`config.mk`:
```
export PLATFORM = sky130hd
export DESIGN_NAME = rf_packet_framer_checksum_core_flat
export DESIGN_NICKNAME = d
export VERILOG_FILES = /design/src/rtl/rfpf_pkg.sv /design/src/rtl/rfpf_in_if.sv /design/src/rtl/rfpf_out_if.sv /design/src/rtl/rfpf_res_fifo.sv /design/src/rtl/rf_packet_framer_checksum_core.sv /design/src/flat_wrapper.sv
export SDC_FILE = /design/constraint.sdc
export NUM_CORES = 1
export LEC_CHECK = 0
export BUFFER_PORTS_ARGS = -buffer_cell sky130_fd_sc_hd__buf_2
export CAP_MARGIN = 20
export CORE_UTILIZATION = 40
export CTS_CLUSTER_DIAMETER = 100
export CTS_CLUSTER_SIZE = 28
export DETAILED_ROUTE_END_ITERATION = 8
export PLACE_DENSITY_LB_ADDON = 0.15
export SETUP_SLACK_MARGIN = 0.3
export SYNTH_ARGS = -nofsm -noshare
export SYNTH_HDL_FRONTEND = slang
export SYNTH_SLANG_ARGS = --single-unit
```
`constraint.sdc`:
```
create_clock -name clk -period 3 [get_ports clk]
set_clock_uncertainty 0.1 [all_clocks]
set_input_delay 0.15 -clock clk [delete_from_list [all_inputs] [get_ports clk]]
set_output_delay 0.15 -clock clk [all_outputs]
set_load 0.005 [all_outputs]
```
`src/rtl/rfpf_pkg.sv`:
```
`default_nettype none
package rfpf_pkg;

	// Operation codes of an input item.
	localparam logic OP_SEND   = 1'b0;
	localparam logic OP_SAMPLE = 1'b1;

	// Kind codes of a result item.
	localparam logic KIND_CMD = 1'b0;
	localparam logic KIND_BIT = 1'b1;

	// Module command words.
	localparam logic [15:0] CMD_AMP_OFF    = 16'hC037;
	localparam logic [15:0] CMD_AMP_ON     = 16'hC03F;
	localparam logic [15:0] CMD_POWER_DOWN = 16'hC033;

	// Frame bytes.
	localparam logic [7:0] PREAMBLE_BYTE = 8'hAA;
	localparam logic [7:0] SYNC_HI_BYTE  = 8'h2D;
	localparam logic [7:0] SYNC_LO_BYTE  = 8'hD4;
	localparam logic [7:0] LABEL_MAX     = 8'd15;

	localparam int unsigned FRAME_LEN = 64;
	localparam int unsigned CNT_W     = 7;

	// Result queue.
	localparam int unsigned QDEPTH = 8;
	localparam int unsigned QPTR_W = $clog2(QDEPTH);
	localparam int unsigned QCNT_W = QPTR_W + 1;

	typedef struct packed {
		logic        kind;
		logic [15:0] command_word;
		logic        fsk_bit;
		logic        last;
	} result_t;

	// Results handed from the framer stage to the queue in one cycle.
	typedef struct packed {
		logic [1:0] n;
		result_t    r0;
		result_t    r1;
	} push_t;

	// Queue status seen by the framer.
	typedef struct packed {
		logic [QCNT_W-1:0] fill;
	} qstat_t;

endpackage
`default_nettype wire

```
`src/rtl/rfpf_in_if.sv`:
```
`default_nettype none
interface rfpf_in_if;
	logic       valid;
	logic       ready;
	logic       operation;
	logic [7:0] label;
	logic [7:0] value;
	logic       irq_level;

	modport source (output valid, operation, label, value, irq_level, input ready);
	modport sink (input valid, operation, label, value, irq_level, output ready);
endinterface
`default_nettype wire

```
`src/rtl/rfpf_out_if.sv`:
```
`default_nettype none
interface rfpf_out_if;
	logic        valid;
	logic        ready;
	logic        kind;
	logic [15:0] command_word;
	logic        fsk_bit;
	logic        last;

	modport source (output valid, kind, command_word, fsk_bit, last, input ready);
	modport sink (input valid, kind, command_word, fsk_bit, last, output ready);
endinterface
`default_nettype wire

```
`src/rtl/rfpf_res_fifo.sv`:
```
`default_nettype none
// Small result queue that takes up to two results per cycle and gives one.
module rfpf_res_fifo (
	input  wire logic           clk,
	input  wire logic           arst_n,
	input  wire rfpf_pkg::push_t push,
	output rfpf_pkg::qstat_t    stat,
	rfpf_out_if.source          result
);

	rfpf_pkg::result_t mem_q [rfpf_pkg::QDEPTH];
	logic [rfpf_pkg::QPTR_W-1:0] wr_q;
	logic [rfpf_pkg::QPTR_W-1:0] rd_q;
	logic [rfpf_pkg::QCNT_W-1:0] fill_q;
	logic pop;
	rfpf_pkg::result_t head;

	assign pop  = result.valid && result.ready;
	assign head = mem_q[rd_q];

	assign result.valid        = (fill_q != '0);
	assign result.kind         = head.kind;
	assign result.command_word = head.command_word;
	assign result.fsk_bit      = head.fsk_bit;
	assign result.last         = head.last;
	assign stat.fill           = fill_q;

	always_ff @(posedge clk) begin
		if (push.n != 2'd0) begin
			mem_q[wr_q] <= push.r0;
		end
		if (push.n == 2'd2) begin
			mem_q[wr_q + rfpf_pkg::QPTR_W'(1)] <= push.r1;
		end
	end

	always_ff @(posedge clk or negedge arst_n) begin
		if (!arst_n) begin
			wr_q   <= '0;
			rd_q   <= '0;
			fill_q <= '0;
		end else begin
			wr_q   <= wr_q + rfpf_pkg::QPTR_W'(push.n);
			rd_q   <= rd_q + rfpf_pkg::QPTR_W'(pop);
			fill_q <= fill_q + rfpf_pkg::QCNT_W'(push.n) - rfpf_pkg::QCNT_W'(pop);
		end
	end

	// The queue never overflows.
	a_no_overflow: assert property (@(posedge clk) disable iff (!arst_n)
		(5'(fill_q) + 5'(push.n)) <= 5'(rfpf_pkg::QDEPTH))
		else $error("result queue overflow");

	// A result is only shown when something was stored.
	a_fill_tracks: assert property (@(posedge clk) disable iff (!arst_n)
		(fill_q == '0 && push.n == 2'd0) |=> !result.valid)
		else $error("result shown from an empty queue");

	// Two results pushed while nothing is taken raise the fill by two.
	a_fill_two: assert property (@(posedge clk) disable iff (!arst_n)
		(push.n == 2'd2 && !pop) |=> fill_q == $past(fill_q) + rfpf_pkg::QCNT_W'(2))
		else $error("fill count lost a pushed result");

endmodule
`default_nettype wire

```
`src/rtl/rf_packet_framer_checksum_core.sv`:
```
`default_nettype none
// Packet framer for an FSK radio transmitter.
//
// Channel "item" carries either a send request (operation 0, label, value)
// or a sample of the transmitter's bit-clock pin (operation 1, irq_level).
// Channel "result" carries command words for the radio module (kind 0) and
// FSK data bits (kind 1); last marks the final result caused by one item.
//
// A send request from idle emits the amplifier-off and amplifier-on command
// words and loads the eight-byte frame. Each falling pin edge that follows a
// high sample sends the next frame bit, most significant first; after the
// 64th bit a power-down command word follows. Requests while busy and pin
// samples while idle give no result.
// An accepted item is held in an input register; the framer logic then writes
// zero, one or two results into an eight-entry queue with a registered fill
// count, so a result passes the input register and the queue register before
// it is valid. An item is accepted every cycle while the queue holds
// room for the results of the item in flight and of the new one; as the queue
// gives one result per cycle, items that cause two results each cannot keep
// that rate. A stalled receiver fills the queue and drops ready;
// nothing is lost. Reset clears the framer to idle and empties the queue.
module rf_packet_framer_checksum_core (
	input  wire logic   clk,
	input  wire logic   arst_n,
	rfpf_in_if.sink     item,
	rfpf_out_if.source  result
);

	// Input register.
	logic       valid_s1;
	logic       op_s1;
	logic [7:0] label_s1;
	logic [7:0] value_s1;
	logic       level_s1;

	// Framer state.
	logic                          busy_q;
	logic [rfpf_pkg::FRAME_LEN-1:0] frame_q;
	logic [rfpf_pkg::CNT_W-1:0]     count_q;
	logic                          seen_high_q;

	rfpf_pkg::push_t  push;
	rfpf_pkg::qstat_t stat;
	logic             accept;

	// Room is checked against the worst case: the item in the input register
	// and the new one may each add two results.
	assign item.ready = (5'(stat.fill) + (valid_s1 ? 5'd2 : 5'd0))
		<= 5'(rfpf_pkg::QDEPTH - 2);
	assign accept = item.valid && item.ready;

	always_ff @(posedge clk or negedge arst_n) begin
		if (!arst_n) begin
			valid_s1 <= 1'b0;
		end else begin
			valid_s1 <= accept;
		end
	end

	always_ff @(posedge clk) begin
		if (accept) begin
			op_s1    <= item.operation;
			label_s1 <= item.label;
			value_s1 <= item.value;
			level_s1 <= item.irq_level;
		end
	end

	// Framer logic between the input register and the result queue.
	logic [3:0]                    lab4;
	logic [3:0]                    chk;
	logic [rfpf_pkg::FRAME_LEN-1:0] new_frame;
	logic [rfpf_pkg::CNT_W-1:0]     count_inc;
	logic                          do_load;
	logic                          do_bit;
	logic                          do_seen;
	logic                          done;
	rfpf_pkg::result_t             res_a;
	rfpf_pkg::result_t             res_b;

	always_comb begin
		// A label above the limit is sent as zero.
		lab4 = (label_s1 > rfpf_pkg::LABEL_MAX) ? 4'd0 : label_s1[3:0];
		chk  = value_s1[7:4] ^ value_s1[3:0] ^ lab4;
		new_frame = {rfpf_pkg::PREAMBLE_BYTE, rfpf_pkg::PREAMBLE_BYTE,
			rfpf_pkg::PREAMBLE_BYTE, rfpf_pkg::SYNC_HI_BYTE, rfpf_pkg::SYNC_LO_BYTE,
			chk, lab4, value_s1, rfpf_pkg::PREAMBLE_BYTE};
		count_inc = count_q + rfpf_pkg::CNT_W'(1);

		do_load = valid_s1 && (op_s1 == rfpf_pkg::OP_SEND) && !busy_q;
		do_seen = valid_s1 && (op_s1 == rfpf_pkg::OP_SAMPLE) && busy_q && level_s1;
		do_bit  = valid_s1 && (op_s1 == rfpf_pkg::OP_SAMPLE) && busy_q && !level_s1
			&& seen_high_q;
		done    = (count_inc == rfpf_pkg::CNT_W'(rfpf_pkg::FRAME_LEN));

		res_a = '0;
		res_b = '0;
		push.n = 2'd0;
		if (do_load) begin
			res_a.kind         = rfpf_pkg::KIND_CMD;
			res_a.command_word = rfpf_pkg::CMD_AMP_OFF;
			res_b.kind         = rfpf_pkg::KIND_CMD;
			res_b.command_word = rfpf_pkg::CMD_AMP_ON;
			res_b.last         = 1'b1;
			push.n = 2'd2;
		end else if (do_bit) begin
			res_a.kind    = rfpf_pkg::KIND_BIT;
			res_a.fsk_bit = frame_q[rfpf_pkg::FRAME_LEN-1];
			if (done) begin
				// The frame's final bit is followed by the power-down command.
				res_b.kind         = rfpf_pkg::KIND_CMD;
				res_b.command_word = rfpf_pkg::CMD_POWER_DOWN;
				res_b.last         = 1'b1;
				push.n = 2'd2;
			end else begin
				res_a.last = 1'b1;
				push.n = 2'd1;
			end
		end
		push.r0 = res_a;
		push.r1 = res_b;
	end

	always_ff @(posedge clk or negedge arst_n) begin
		if (!arst_n) begin
			busy_q      <= 1'b0;
			frame_q     <= '0;
			count_q     <= '0;
			seen_high_q <= 1'b0;
		end else begin
			if (do_load) begin
				busy_q      <= 1'b1;
				frame_q     <= new_frame;
				count_q     <= '0;
				seen_high_q <= 1'b0;
			end else if (do_seen) begin
				seen_high_q <= 1'b1;
			end else if (do_bit) begin
				frame_q     <= {frame_q[rfpf_pkg::FRAME_LEN-2:0], 1'b0};
				count_q     <= count_inc;
				seen_high_q <= 1'b0;
				if (done) begin
					busy_q <= 1'b0;
				end
			end
		end
	end

	rfpf_res_fifo u_fifo (
		.clk    (clk),
		.arst_n (arst_n),
		.push   (push),
		.stat   (stat),
		.result (result)
	);

	// While busy, fewer than a whole frame of bits has gone out.
	a_count_range: assert property (@(posedge clk) disable iff (!arst_n)
		busy_q |-> (count_q < rfpf_pkg::CNT_W'(rfpf_pkg::FRAME_LEN)))
		else $error("bit count past frame end while busy");

	// A request from idle starts a fresh frame.
	a_load_starts: assert property (@(posedge clk) disable iff (!arst_n)
		do_load |=> (busy_q && count_q == '0 && !seen_high_q))
		else $error("send request did not start a frame");

	// A bit is only sent after the pin was seen high.
	a_bit_needs_high: assert property (@(posedge clk) disable iff (!arst_n)
		do_bit |-> seen_high_q)
		else $error("frame bit sent without a prior high sample");

endmodule
`default_nettype wire
```
`src/flat_wrapper.sv`:
```
// flat-port wrapper written by rule: the top's interface ports become plain ports
module rf_packet_framer_checksum_core_flat 
  (clk, arst_n, item_valid, item_operation, item_label, item_value, item_irq_level, item_ready, result_valid, result_kind, result_command_word, result_fsk_bit, result_last, result_ready);
  rfpf_in_if item_i ();
  rfpf_out_if result_i ();
  input  wire logic clk;
  input  wire logic arst_n;
  input wire logic [$bits(item_i.valid)-1:0] item_valid;
  input wire logic [$bits(item_i.operation)-1:0] item_operation;
  input wire logic [$bits(item_i.label)-1:0] item_label;
  input wire logic [$bits(item_i.value)-1:0] item_value;
  input wire logic [$bits(item_i.irq_level)-1:0] item_irq_level;
  output wire logic [$bits(item_i.ready)-1:0] item_ready;
  output wire logic [$bits(result_i.valid)-1:0] result_valid;
  output wire logic [$bits(result_i.kind)-1:0] result_kind;
  output wire logic [$bits(result_i.command_word)-1:0] result_command_word;
  output wire logic [$bits(result_i.fsk_bit)-1:0] result_fsk_bit;
  output wire logic [$bits(result_i.last)-1:0] result_last;
  input wire logic [$bits(result_i.ready)-1:0] result_ready;
  assign item_i.valid = item_valid;
  assign item_i.operation = item_operation;
  assign item_i.label = item_label;
  assign item_i.value = item_value;
  assign item_i.irq_level = item_irq_level;
  assign item_ready = item_i.ready;
  assign result_valid = result_i.valid;
  assign result_kind = result_i.kind;
  assign result_command_word = result_i.command_word;
  assign result_fsk_bit = result_i.fsk_bit;
  assign result_last = result_i.last;
  assign result_i.ready = result_ready;
  rf_packet_framer_checksum_core u_core (.clk(clk), .arst_n(arst_n), .item(item_i), .result(result_i));
endmodule
```
# Word-level counts from Yosys, hierarchy flattened
# Memories as Yosys holds them, arrays and structs flattened.
# Index checks and enable logic that the tools add are counted.
totals:
  regBits: 102
  ramBits: 152
  output_inout_bits: 21
  inputBits: 22
  memories: 1
classes:
  magnitude_cmp: 2
  n_addsub: 7
  n_mux: 34
  n_eq_ne: 3
  bitwise_logic: 3
  reduce_logical: 18
memory_table:
  columns: ["name", "depth", "width", "rd", "rd_clocked_by_memory_dff", "write_ports", "line_no", "source"]
  rows:
  - ["u_core.u_fifo.mem_q", 8, 19, 1, 0, 2, "rfpf_res_fifo.sv:11", "rfpf_pkg::result_t mem_q [rfpf_pkg::QDEPTH];"]
op_table:
  columns: ["cell", "count"]
  rows:
  - ["64-bit two-way mux", 3]
  - ["17-bit two-way mux", 2]
  - ["16-bit two-way mux", 2]
  - ["7-bit two-way mux", 3]
  - ["1-bit two-way mux", 17]
  - ["2-bit two-way mux", 6]
  - ["1-bit logical AND", 9]
  - ["8-bit by 4-bit greater-than comparator with 1-bit output, second input constant", 1]
  - ["4-bit bitwise XOR", 2]
  - ["7-bit by 1-bit adder with 7-bit output, second input constant", 1]
  - ["7-bit == test, second input constant", 1]
  - ["2-bit nonzero test", 3]
  - ["4-bit by 5-bit adder with 5-bit output", 1]
  - ["5-bit by 3-bit <= comparator with 1-bit output, second input constant", 1]
  - ["4-bit by 2-bit adder with 4-bit output", 1]
  - ["4-bit two-way mux", 1]
  - ["4-bit nonzero test", 1]
  - ["4-bit by 1-bit subtractor with 4-bit output", 1]
  - ["3-bit by 1-bit adder with 3-bit output", 1]
  - ["3-bit by 1-bit adder with 3-bit output, second input constant", 1]
  - ["3-bit by 2-bit adder with 3-bit output", 1]
  - ["3-bit AND reduction", 1]
  - ["3-bit nonzero test", 1]
  - ["2-bit == test, second input constant", 1]
  - ["other kinds (4)", 5]

# Longest topological paths before layout
# Gate-level depths: netlist of run 1.
depth:
  word_depth: 9
  ltp_mapped: 12
  depth_no_buf: 12

# By module
# A second synthesis of run 1 with hierarchy kept.
unflattened:
  cells_unflattened: 843
  area_unflattened_um2: 12270.5
modules_own_cells:
  columns: ["mod", "seq_area_each_um2", "cells_per_inst", "instances", "area_each_um2"]
  rows:
  - ["rfpf_res_fifo", 4814.6, 457, 1, 8388.0]
  - ["rf_packet_framer_checksum_core", 2367.3, 386, 1, 3882.5]

# Worst setup path after synthesis of run 1
# No wires, ideal clock.
synth_path:
  kind: "flip-flop to flip-flop"
  from: "register u_core.op_s1"
  to: "register u_core.u_fifo.fill_q, in the netlist u_core.u_fifo.stat[3]"
  t_arrival_ns: 2.597
  path_stages_with_launch: 13
  setup_slack_ns: 0.224
  path_buffers: 2
  t_required_ns: 2.821
  cell_sequence: "edfxtp_1 -> and4b_1 -> nand2_1 -> clkbuf_1 -> buf_1 -> nor2_1 -> nor2_1 -> ha_1 -> inv_1 -> ha_1 -> a21o_1 -> a21oi_1 -> xor2_1"
synth_between:
  elab_chain_len: 8
synth_rtl:
  columns: ["element", "line_no", "source"]
  rows:
  - ["start, declared", "rf_packet_framer_checksum_core.sv:31", "logic op_s1;"]
  - ["start signal, assigned", "rf_packet_framer_checksum_core.sv:62", "op_s1 <= item.operation;"]
  - ["1-bit logical AND (3 in series)", "rf_packet_framer_checksum_core.sv:92", "do_bit = valid_s1 && (op_s1 == rfpf_pkg::OP_SAMPLE) && busy_q && !level_s1"]
  - ["1-bit logical AND", "rf_packet_framer_checksum_core.sv:93", "&& seen_high_q;"]
  - ["2-bit two-way mux", "rf_packet_framer_checksum_core.sv:106", "end else if (do_bit) begin"]
  - ["2-bit two-way mux *", "rf_packet_framer_checksum_core.sv:99", "if (do_load) begin"]
  - ["4-bit by 2-bit adder with 4-bit output *", "rfpf_res_fifo.sv:45", "fill_q <= fill_q + rfpf_pkg::QCNT_W'(push.n) - rfpf_pkg::QCNT_W'(pop);"]
  - ["4-bit by 1-bit subtractor with 4-bit output *", "rfpf_res_fifo.sv:45", null]
  - ["end signal, assigned", "rfpf_res_fifo.sv:45", null]
  - ["end, declared", "rfpf_res_fifo.sv:14", "logic [rfpf_pkg::QCNT_W-1:0] fill_q;"]
# Mark *: on every way between the ends. The rest lies on a longest branch, timed or not.
# A chain may end at the register's enable or synchronous reset.

# Final worst setup path of run 1
layout_path:
  from: "register u_core.count_q[1] in the netlist's numbering"
  to: "register u_core.u_fifo.fill_q, in the netlist u_core.u_fifo.stat[3]"
layout_between:
  elab_chain_len: 7
layout_rtl:
  columns: ["element", "line_no", "source"]
  rows:
  - ["start, declared", "rf_packet_framer_checksum_core.sv:39", "logic [rfpf_pkg::CNT_W-1:0] count_q;"]
  - ["start signal, assigned", "rf_packet_framer_checksum_core.sv:140", "count_q <= count_inc;"]
  - ["7-bit by 1-bit adder with 7-bit output", "rf_packet_framer_checksum_core.sv:88", "count_inc = count_q + rfpf_pkg::CNT_W'(1);"]
  - ["7-bit == test", "rf_packet_framer_checksum_core.sv:94", "done = (count_inc == rfpf_pkg::CNT_W'(rfpf_pkg::FRAME_LEN));"]
  - ["2-bit two-way mux", "rf_packet_framer_checksum_core.sv:109", "if (done) begin"]
  - ["2-bit two-way mux", "rf_packet_framer_checksum_core.sv:106", null]
  - ["2-bit two-way mux", "rf_packet_framer_checksum_core.sv:99", null]
  - ["4-bit by 2-bit adder with 4-bit output", "rfpf_res_fifo.sv:45", null]
  - ["4-bit by 1-bit subtractor with 4-bit output", "rfpf_res_fifo.sv:45", null]
# No other way between the ends.

==> results.json, run 1 <==
{
  "wl_per_cell_microns": 15.2,
  "cts_tree": "built",
  "cts.sinks": 149,
  "diodes": 0,
  "cp.buffers_inverters": 1,
  "grt_max_degree": 84,
  "die_width_microns": 133,
  "fillers": 1528,
  "synthTopCellsByArea": "dfrtp_1 (30%), edfxtp_1 (22%), nand2_1 (8.0%)",
  "crit_slowest_cell": "or4_4",
  "fin_ws_ns": 0.334,
  "num_vias": 4702,
  "post-place-ws_ns": 0.127,
  "synthFlopType": "dfrtp_1",
  "cts_root_buf": "clkbuf_16",
  "fp.dieH_microns": 133,
  "area_delta_synth_final_pct": 17.2,
  "peakVddDrop_v": 0.000399,
  "status": "completed",
  "post-route-util_pct": 48.2,
  "synthArstFlopShare_pct": 55.7,
  "cp-end-kind": "flip-flop",
  "dp.final_hpwl_microns": 8930,
  "core_sq_mm": 0.0166,
  "gp_congestion": 0.856,
  "finalSetupViolCount": 0,
  "slowest_delay_ns": 0.51,
  "htreeDepth": 4,
  "synth_edf_count": 50,
  "dr.pass1.iters": 5,
  "path_class": "flip-flop to flip-flop",
  "worst_slew_pin_slew_ns": 0.774,
  "rsz0062_at_grt": "yes",
  "dieArea_sq_mm": 0.0176,
  "syn-cell-area_sq_mm": 0.00682,
  "yosys.cell_count.top_type": "nand2_1",
  "timing.final.crit_share_pct": 88.9,
  "synth_warnings": 0,
  "hold_viol": 0,
  "clock_latency_ns": 0.43,
  "grtUsageTotal_pct": 17.2,
  "cp_common_cell": "nor2_4",
  "synth_cell_types": 53,
  "layout-drive-gt1-share_pct": 16.4,
  "maxCapViolCount": 0,
  "grt_overflow": 0,
  "cts_buffers": 17,
  "holdCritPathClass": "input pin to flip-flop",
  "start_kind": "flip-flop",
  "drc": 0,
  "ys_seq_elements": 149,
  "post_drt_via_cell_ratio": 5.11,
  "layout_min_cycle_time_ns": 2.67,
  "num_rows": 47,
  "crit_family": "simple AND/OR/NAND/NOR gates",
  "cts_buffer_depth": 2,
  "path_max_fanout": 4,
  "grt_pass1_wl_microns": 23700,
  "drv_slew": 0,
  "cp.required_ns": 3.24,
  "synthCells": 644,
  "ys_seq_area_share_pct": 57.2,
  "max_freq_mhz": 375,
  "path_cells": "ha_2, nand2_2, or4_4, and2_4, nor2_4, nor2_4, ha_4, inv_2, ha_1, a21o_1, a21oi_2, xor2_1",
  "final_nets": 726,
  "ys_top_cells_by_count": "nand2_1 (146), dfrtp_1 (83), nand3_1 (53)",
  "power_density_mw_per_mm2": 920,
  "hold_ws_ns": 0.00465,
  "antenna_found_initial": 0,
  "port_buffers": 34,
  "pin_count": 43,
  "start_util_pct": 41.1,
  "drt_wl_total_microns": 13900,
  "tns_ns": 0,
  "worst_ep_arrival_time_ns": 2.91,
  "leakage_nw": 3.46,
  "avgSynthCellArea_sq_um": 10.6,
  "relSlewSlack_pct": 48.4,
  "synth_area_leader_cell": "dfrtp_1",
  "antenna_left": 0,
  "clk_pin_slew_ns": 0.06,
  "grt_pass1_vias": 4731,
  "drt_iter0_drc": 298,
  "synth_top_area_share_pct": 30.5
}
[metal layers]
| metal | vias up | wire length (microns) | track usage, % |
|---|---|---|---|
| met2 | 95 | 7110 | 28.8 |
| met1 | 2286 | 6090 | 21.4 |
| met4 | 0 | 328 | 7.85 |
| li1 | 2304 | - | - |
| met3 | 17 | 421 | 3.45 |
| met5 | - | 0 | 0 |
[worst paths after layout]
path | from | slack [ns] | to | cells after the start
setup / recovery | u_core.count_q[1]$_DFFE_PN0P_ | 0.33 | u_core.u_fifo.stat[3]$_DFF_PN0_ | 12
hold / removal | result_ready | 0.005 | u_core.u_fifo.rd_q[0]$_DFF_PN0_ | 3
min in group asynchronous | arst_n | 0.08 | u_core.frame_q[43]$_DFFE_PN0P_ | 2
max in group asynchronous | arst_n | 2.11 | u_core.u_fifo.rd_q[0]$_DFF_PN0_ | 3
setup reg to reg | u_core.count_q[1]$_DFFE_PN0P_ | 0.33 | u_core.u_fifo.stat[3]$_DFF_PN0_ | 12
hold reg to reg | u_core.frame_q[55]$_DFFE_PN0P_ | 0.37 | u_core.frame_q[56]$_DFFE_PN0P_ | 2
[cell type report]
cell class | count | area (sq um) | area share (%)
clock buffers | 21 | 450 | 5.64
clock inverters | 10 | 110 | 1.38
inverters | 13 | 48.8 | 0.611
multi-input cells | 436 | 2680 | 33.6
flip-flops and latches | 149 | 3900 | 48.8
well taps | 220 | 275 | 3.45
repair buffers | 71 | 522 | 6.53
[logic make-up after synthesis]
kind of cell | share of synthesized area (%)
AO/OA/AOI/OAI | 8.06
XOR/XNOR | 2.18
adder cells (fa/ha/maj) | 3.16
buffers and inverters | 4.59
flip-flops | 57.2
multiplexers | 7.60
other | 0.0550
AND/OR/NAND/NOR | 17.2
[report_power, final]
part           leakage, nW  switching (mW)  internal [mW]  total, mW
registers             1.58           0.484           2.72       3.20
clock network        0.276           0.790           1.23       2.02
logic                 1.60            1.16          0.961       2.12
total                 3.46            2.43           4.92       7.35
[tightest hold or removal path: stages]
cell and delay (ns):
buf_2 0.07, and2_1 0.15, ha_1 0.12
[registers in the layout, summed over array words and instances, names as in the netlist]
name / cells
u_core.busy_q: 1
u_core.count_q: 7
u_core.frame_q: 63
u_core.label_s1: 8
u_core.level_s1: 1
u_core.op_s1: 1
u_core.seen_high_q: 1
u_core.u_fifo.mem_q: 48
u_core.u_fifo.rd_q: 3
u_core.u_fifo.stat: 4
u_core.u_fifo.wr_q: 3
u_core.valid_s1: 1
u_core.value_s1: 8
[cells in the final DEF (no fill, tap or decap), types with 3 or more instances in the layout]
cell	count
nand2_1	143
dfrtp_1	82
nand3_1	53
edfxtp_1	50
nor2_1	42
buf_2	33
a21oi_1	21
dlygate4sd3_1	19
mux2i_1	18
clkbuf_16	17
buf_4	17
dfxtp_1	16
o21ai_0	13
inv_1	12
mux4_2	12
a31oi_1	12
ha_1	12
xnor2_1	10
o22ai_1	10
conb_1	8
xor2_1	7
mux2_2	6
o22a_1	5
clkinv_2	5
and2_1	4
nor3_1	4
a21o_1	4
a22oi_1	4
nand2_2	3
nand2b_1	3
o21a_1	3
o31ai_1	3
or3_1	3
clkbuf_1	3
[per-stage QoR]
stage | instances | instance area, sq um | power [mW]
5_1_grt | 920 | 7990 | 7.86
6_report | 920 | 7990 | 7.35
3_3_place_gp | 862 | 7110 | 5.21
3_5_place_dp | 862 | 7110 | 5.29
2_1_floorplan | 651 | 6850 | 4.72
4_1_cts | 916 | 7900 | 7.40
[what timing repair did]
item	4_1_cts	5_1_grt
pin swaps	3	8
buffers inserted	4	3
endpoints found under the setup margin	9	7
endpoints found under the hold margin	101	0
resized for setup	2	9
hold buffers	19	0
cloned	0	0
Note: power is estimated with default switching activity, not from simulation.
==> run 2: changes to the inputs <==
--- a/config.mk
+++ b/config.mk
@@ -11,6 +11,7 @@
 export CTS_CLUSTER_DIAMETER = 100
 export CTS_CLUSTER_SIZE = 28
 export DETAILED_ROUTE_END_ITERATION = 8
+export GPL_TIMING_DRIVEN = 0
 export PLACE_DENSITY_LB_ADDON = 0.15
 export SETUP_SLACK_MARGIN = 0.3
 export SYNTH_ARGS = -nofsm -noshare
==> results.json, run 2 (synthesis gave the netlist of run 1 again) <==
{
  "core_sq_mm": 0.0166,
  "grt_pass1_wl_microns": 26000,
  "grt_overflow": 0,
  "maxCapViolCount": 0,
  "rrSetupSlack_ns": 0.42,
  "placedCellCount": 906,
  "layout-drive-gt1-share_pct": 18.0,
  "final_nets": 771,
  "post-place-ws_ns": -0.310,
  "reg.largest.list": "u_core.frame_q: 63 flops, u_core.u_fifo.mem_q: 48 flops",
  "relSlewSlack_pct": 52.4,
  "dr.pass1.iters": 5,
  "drv_slew": 0,
  "cts_root_buf": "clkbuf_16",
  "post_drt_via_cell_ratio": 5.23,
  "holdCritPathClass": "input pin to asynchronous set/reset pin",
  "gp_congestion": 0.856,
  "antenna_found_initial": 0,
  "p_total_mw": 7.88,
  "leakage_nw": 3.61,
  "drt_wl_total_microns": 16100,
  "cts.sinks": 149,
  "endpoint": "result_command_word[5]",
  "cp-end-kind": "output port",
  "largest_reg_flops": 63,
  "grtUsageTotal_pct": 19.2,
  "cts_buffer_depth": 2,
  "met3_length_microns": 648,
  "dr_wl_met2_microns": 7850,
  "antenna_left": 0,
  "fp.dieH_microns": 133,
  "wl_per_cell_microns": 16.6,
  "worst_slew_pin_slew_ns": 0.708,
  "diodes": 0,
  "cts_tree": "built",
  "die_width_microns": 133,
  "grt_max_degree": 57,
  "top_layer": "met4",
  "max_freq_mhz": 385,
  "rr_worst_depth": 12,
  "port_buffers": 34,
  "path_max_fanout": 10,
  "cp.required_ns": 2.75,
  "clock_latency_ns": 0.42,
  "status": "completed",
  "clk_pin_slew_ns": 0.06,
  "rsz0062_at_grt": "yes",
  "peakVddDrop_v": 0.000446,
  "tns_ns": 0,
  "rr_endpoint": "u_core.u_fifo.stat[3]$_DFF_PN0_",
  "drc": 0,
  "grt_pass1_vias": 5062,
  "cp-startpoint": "u_core.u_fifo.rd_q[0]$_DFF_PN0_",
  "path_class": "flip-flop to output port",
  "final_cell_mix": "nand2_1 (143), dfrtp_1 (81), nand3_1 (52), edfxtp_1 (50), nor2_1 (42)",
  "num_rows": 47,
  "num_vias": 5049,
  "hold_ws_ns": 0.0960,
  "worstReg2RegStart": "u_core.count_q[1]$_DFFE_PN0P_",
  "area_delta_synth_final_pct": 22.2,
  "regMostFlops": "u_core.frame_q",
  "fin_cells": 966,
  "drt_iter0_drc": 348,
  "layout_min_cycle_time_ns": 2.60,
  "fin_ws_ns": 0.403,
  "timing.final.crit_share_pct": 86.6,
  "start_util_pct": 41.1,
  "finalSetupViolCount": 0,
  "dp.final_hpwl_microns": 10700,
  "layout_commonest_cell": "nand2_1",
  "worst_ep_arrival_time_ns": 2.35,
  "hold_viol": 0,
  "start_kind": "flip-flop",
  "htreeDepth": 4,
  "cts_buffers": 17,
  "power_density_mw_per_mm2": 946,
  "pin_count": 43,
  "dieArea_sq_mm": 0.0176,
  "drt-met1-wl_microns": 7130
}
[run 2: changes by cell type in the layout (fill, tap and decap cells not counted), sizes merged]
cell         delta
clkbuf         +25
buf            +20
clkinv          -4
bufinv          +3
dlygate4sd3     +1
inv             +1
[run 2: area by class of cell]
class	count	area (sq um)
Fill cell	1492	8260
Sequential cell	149	3900
Multi-Input combinational cell	436	2720
Timing Repair Buffer	63	465
Clock buffer	22	454
Buffer	53	287
Tap cell	220	275
Clock inverter	10	179
Inverter	13	48.8
[run 2: repair_timing]
item / 4_1_cts / 5_1_grt
hold endpoints to repair: 102 / 0
resized for setup: 16 / 13
pin swaps: 6 / 12
buffers inserted: 5 / 2
hold buffers: 20 / 0
endpoints found under the setup margin: 11 / 33
gates cloned: 0 / 0
[run 2: routing by layer]
metal,vias to the layer above,track usage (%)
met5,-,0
met3,34,3.52
met2,154,31.6
met4,0,9.32
li1,2401,-
met1,2460,24.5
[run 2: power by group]
group	switching, mW	internal, mW	leakage [nW]
clock	0.820	1.49	0.304
combinational	1.39	1.06	1.72
sequential	0.395	2.72	1.58
[run 2: through the flow]
step / cell area, sq um / utilization (%)
after floorplan: 6850 / -
after global placement: 7300 / 44.0
after detailed placement: 7330 / 44.2
after CTS: 8250 / 49.7
after global routing: 8330 / 50.2
final: 8330 / 50.2
[run 2: worst max-delay path, cell delays in order (launching register included)]
cell and delay (ns):
dfrtp_2 0.48, buf_4 0.30, mux4_2 0.56, mux2_2 0.33
buf_4 0.14, buf_2 0.11
[run 2: worst min path at each step]
stage	from	endpoint	slack, ns	cells after the start
after floorplan	arst_n	u_core.busy_q$_DFFE_PN0P_	-0.25	0
after global placement	item_value[4]	u_core.value_s1[4]$_DFFE_PP_	0.23	1
after detailed placement	arst_n	u_core.frame_q[47]$_DFFE_PN0P_	0.003	1
after CTS	arst_n	u_core.frame_q[47]$_DFFE_PN0P_	0.1	2
after global routing	arst_n	u_core.frame_q[57]$_DFFE_PN0P_	0.13	2
final	arst_n	u_core.frame_q[47]$_DFFE_PN0P_	0.1	2
==> run 3: changes to the inputs <==
--- a/config.mk
+++ b/config.mk
@@ -16,4 +16,5 @@
 export SETUP_SLACK_MARGIN = 0.3
 export SYNTH_ARGS = -nofsm -noshare
 export SYNTH_HDL_FRONTEND = slang
+export SYNTH_HIERARCHICAL = 1
 export SYNTH_SLANG_ARGS = --single-unit
==> results.json, run 3 <==
{
  "holdCritPathClass": "input pin to asynchronous set/reset pin",
  "syn-cell-area_sq_mm": 0.0123,
  "gp_congestion": 0.727,
  "leakage_nw": 6.48,
  "swShare_pct": 31.4,
  "finalSetupViolCount": 0,
  "final_cell_area_sq_mm": 0.0155,
  "crit_family": "buffers and inverters",
  "cts_root_buf": "clkbuf_16",
  "final_cell_mix": "edfxtp_1 (170), conb_1 (152), nand2_1 (130), mux2_2 (123), dfrtp_1 (82)",
  "p_sw_mw": 3.11,
  "p_seq_share_pct": 47.8,
  "cts_tree": "built",
  "core_sq_mm": 0.0299,
  "cp-end-kind": "flip-flop",
  "antenna_found_initial": 1,
  "cts_buffer_depth": 3,
  "ys_top_cells_by_count": "edfxtp_1 (170), mux2_2 (140), nand2_1 (132)",
  "num_vias": 7565,
  "avgSynthCellArea_sq_um": 14.6,
  "worst_slew_pin_slew_ns": 0.723,
  "layout_commonest_cell": "edfxtp_1",
  "p_total_mw": 9.89,
  "num_rows": 63,
  "cts_buffers": 13,
  "status": "completed",
  "worst_ep_arrival_time_ns": 2.96,
  "max_freq_mhz": 350,
  "crit_slowest_cell": "dfrtp_2",
  "ys_seq_elements": 253,
  "port_buffers": 42,
  "antenna_left": 0,
  "start_util_pct": 41.1,
  "rsz0062_at_grt": "yes",
  "grt_overflow": 0,
  "synth_cell_types": 53,
  "post_drt_via_cell_ratio": 4.89,
  "pin_count": 43,
  "synthTopCellsByArea": "edfxtp_1 (42%), dfrtp_1 (17%), mux2_2 (13%)",
  "yosys.cell_count.top_type": "edfxtp_1",
  "cp.required_ns": 3.11,
  "drt_wl_total_microns": 28200,
  "crit_cells": 12,
  "wl_per_cell_microns": 18.2,
  "layout_min_cycle_time_ns": 2.86,
  "synth_warnings": 6,
  "worstReg2RegStart": "u_core/count_q[0]$_DFFE_PN0P_",
  "grtUsageTotal_pct": 18.7,
  "path_class": "flip-flop to flip-flop",
  "hold_viol": 0,
  "final_nets": 1188,
  "synth_top_area_share_pct": 41.6,
  "relSlewSlack_pct": 51.8,
  "drt_iter0_drc": 404,
  "peakVddDrop_v": 0.000442,
  "dp.final_hpwl_microns": 16800,
  "clkPwrFrac_pct": 20.6,
  "area_delta_synth_final_pct": 26.5,
  "dr.pass1.iters": 4,
  "drc": 0,
  "path_cells": "ha_4, xor2_1, nand4_1, a211oi_4, buf_12, a21o_4, nor4b_4, nand2_2, buf_6, o31ai_4, buf_6, buf_16",
  "dieArea_sq_mm": 0.0314,
  "maxCapViolCount": 0,
  "regMostFlops": "u_core/u_fifo/mem_q",
  "power_density_mw_per_mm2": 637,
  "synthCells": 843,
  "cp-startpoint": "u_core/count_q[0]$_DFFE_PN0P_",
  "clock_latency_ns": 0.49,
  "grt_pass1_vias": 7825,
  "path_max_fanout": 7,
  "die_width_microns": 177,
  "start_kind": "flip-flop",
  "cp_common_cell": "buf_6",
  "pwr-share-comb_pct": 31.6,
  "slowest_delay_ns": 0.45,
  "synthFlopType": "edfxtp_1",
  "reg.largest.list": "u_core/u_fifo/mem_q: 152 flops, u_core/frame_q: 63 flops",
  "cts.sinks": 253,
  "synth_area_leader_cell": "edfxtp_1",
  "top_usage_layer": "met2",
  "synth_edf_count": 170,
  "fp.dieH_microns": 177,
  "synthArstFlopShare_pct": 32.8,
  "drv_slew": 0,
  "rr_worst_depth": 12,
  "largest_reg_flops": 152,
  "ys_seq_area_share_pct": 58.5,
  "p_int_mw": 6.78,
  "use_met2_pct": 33.0,
  "diodes": 0,
  "grt_pass1_wl_microns": 44700,
  "clk_pin_slew_ns": 0.11,
  "layout-drive-gt1-share_pct": 37.8,
  "grt_max_degree": 55,
  "met1_usage_pct": 24.9,
  "dpl_cell_area_sq_mm": 0.0139,
  "timing.final.crit_share_pct": 95.3,
  "grtUsageMet3_pct": 2.17,
  "htreeDepth": 1,
  "cp.buffers_inverters": 4
}
==> run 3: per-stage QoR <==
stage / worst slack [ns] / setup TNS [ns] / hold WS [ns] / util (%) / cells
5_1_grt: 0.0268 / 0 / 0.0500 / 52.0 / 1547
4_1_cts: 0.177 / 0 / 0.0282 / 51.5 / 1541
3_3_place_gp: -1.41 / -267.43 / 0.227 / 46.1 / 1426
3_5_place_dp: -0.849 / -162.07 / 0.0322 / 46.6 / 1432
6_report: 0.142 / 0 / 0.0323 / 52.0 / 1547
2_1_floorplan: -0.276 / -44.85 / -0.246 / - / 994
==> run 3: final cells by class <==
type | count | area (sq um)
Multi-Input combinational cell | 678 | 5610
Buffer | 48 | 434
Clock inverter | 2 | 25.0
Timing Repair inverter | 1 | 5.00
Timing Repair Buffer | 137 | 1330
Sequential cell | 253 | 7180
Fill cell | 2550 | 14400
Tap cell | 390 | 488
Clock buffer | 19 | 369
Inverter | 19 | 77.6
==> run 3: path summary, 6_finish.rpt <==
path                            slack [ns]                                    to
worst max-delay path                  0.14  u_core/u_fifo/mem_q[1][12]$_DFFE_PP_
worst min-delay path                  0.03       u_core/u_fifo/stat[3]$_DFF_PN0_
worst max register to register        0.14  u_core/u_fifo/mem_q[1][12]$_DFFE_PP_
worst min register to register        0.38        u_core/frame_q[46]$_DFFE_PN0P_
max in group asynchronous             2.13        u_core/frame_q[53]$_DFFE_PN0P_
min in group clk                      0.06       u_core/u_fifo/rd_q[0]$_DFF_PN0_
==> run 3: repair_timing <==
action / CTS / global route
cloned: 7 / 2
endpoints found under the setup margin: 247 / 277
setup buffers: 62 / 4
hold buffers: 19 / 0
endpoints found under the hold margin: 101 / 0
pin swaps: 16 / 6
resized for setup: 56 / 18
==> run 3: logic make-up (layout without fill, tap and decap cells) <==
family,after synthesis,count (layout),share of synthesized area (%)
AO/OA/AOI/OAI,49,52,2.44
XOR/XNOR,17,17,1.34
adder cells (fa/ha/maj),15,15,1.65
buffers and inverters,67,226,3.29
flip-flops,253,253,58.5
multiplexers,218,218,24.3
other,1,152,0.0306
AND/OR/NAND/NOR,223,224,8.37
==> run 3: power groups by stage <==
stage	Clock, mW	Sequential, mW	Combinational [mW]
detailed placement	0	4.79	2.99
global placement	0	4.78	2.91
CTS	2.12	4.72	3.14
finish	2.04	4.72	3.13
global route	2.21	4.80	3.46
floorplan	0	4.69	2.14
==> run 3: per-layer routing <==
layer | share of wire (%) | wire, microns
met5 | 0.035 | 10
met4 | 1.8 | 512
met1 | 45 | 12700
met3 | 3.3 | 944
met2 | 50 | 14000
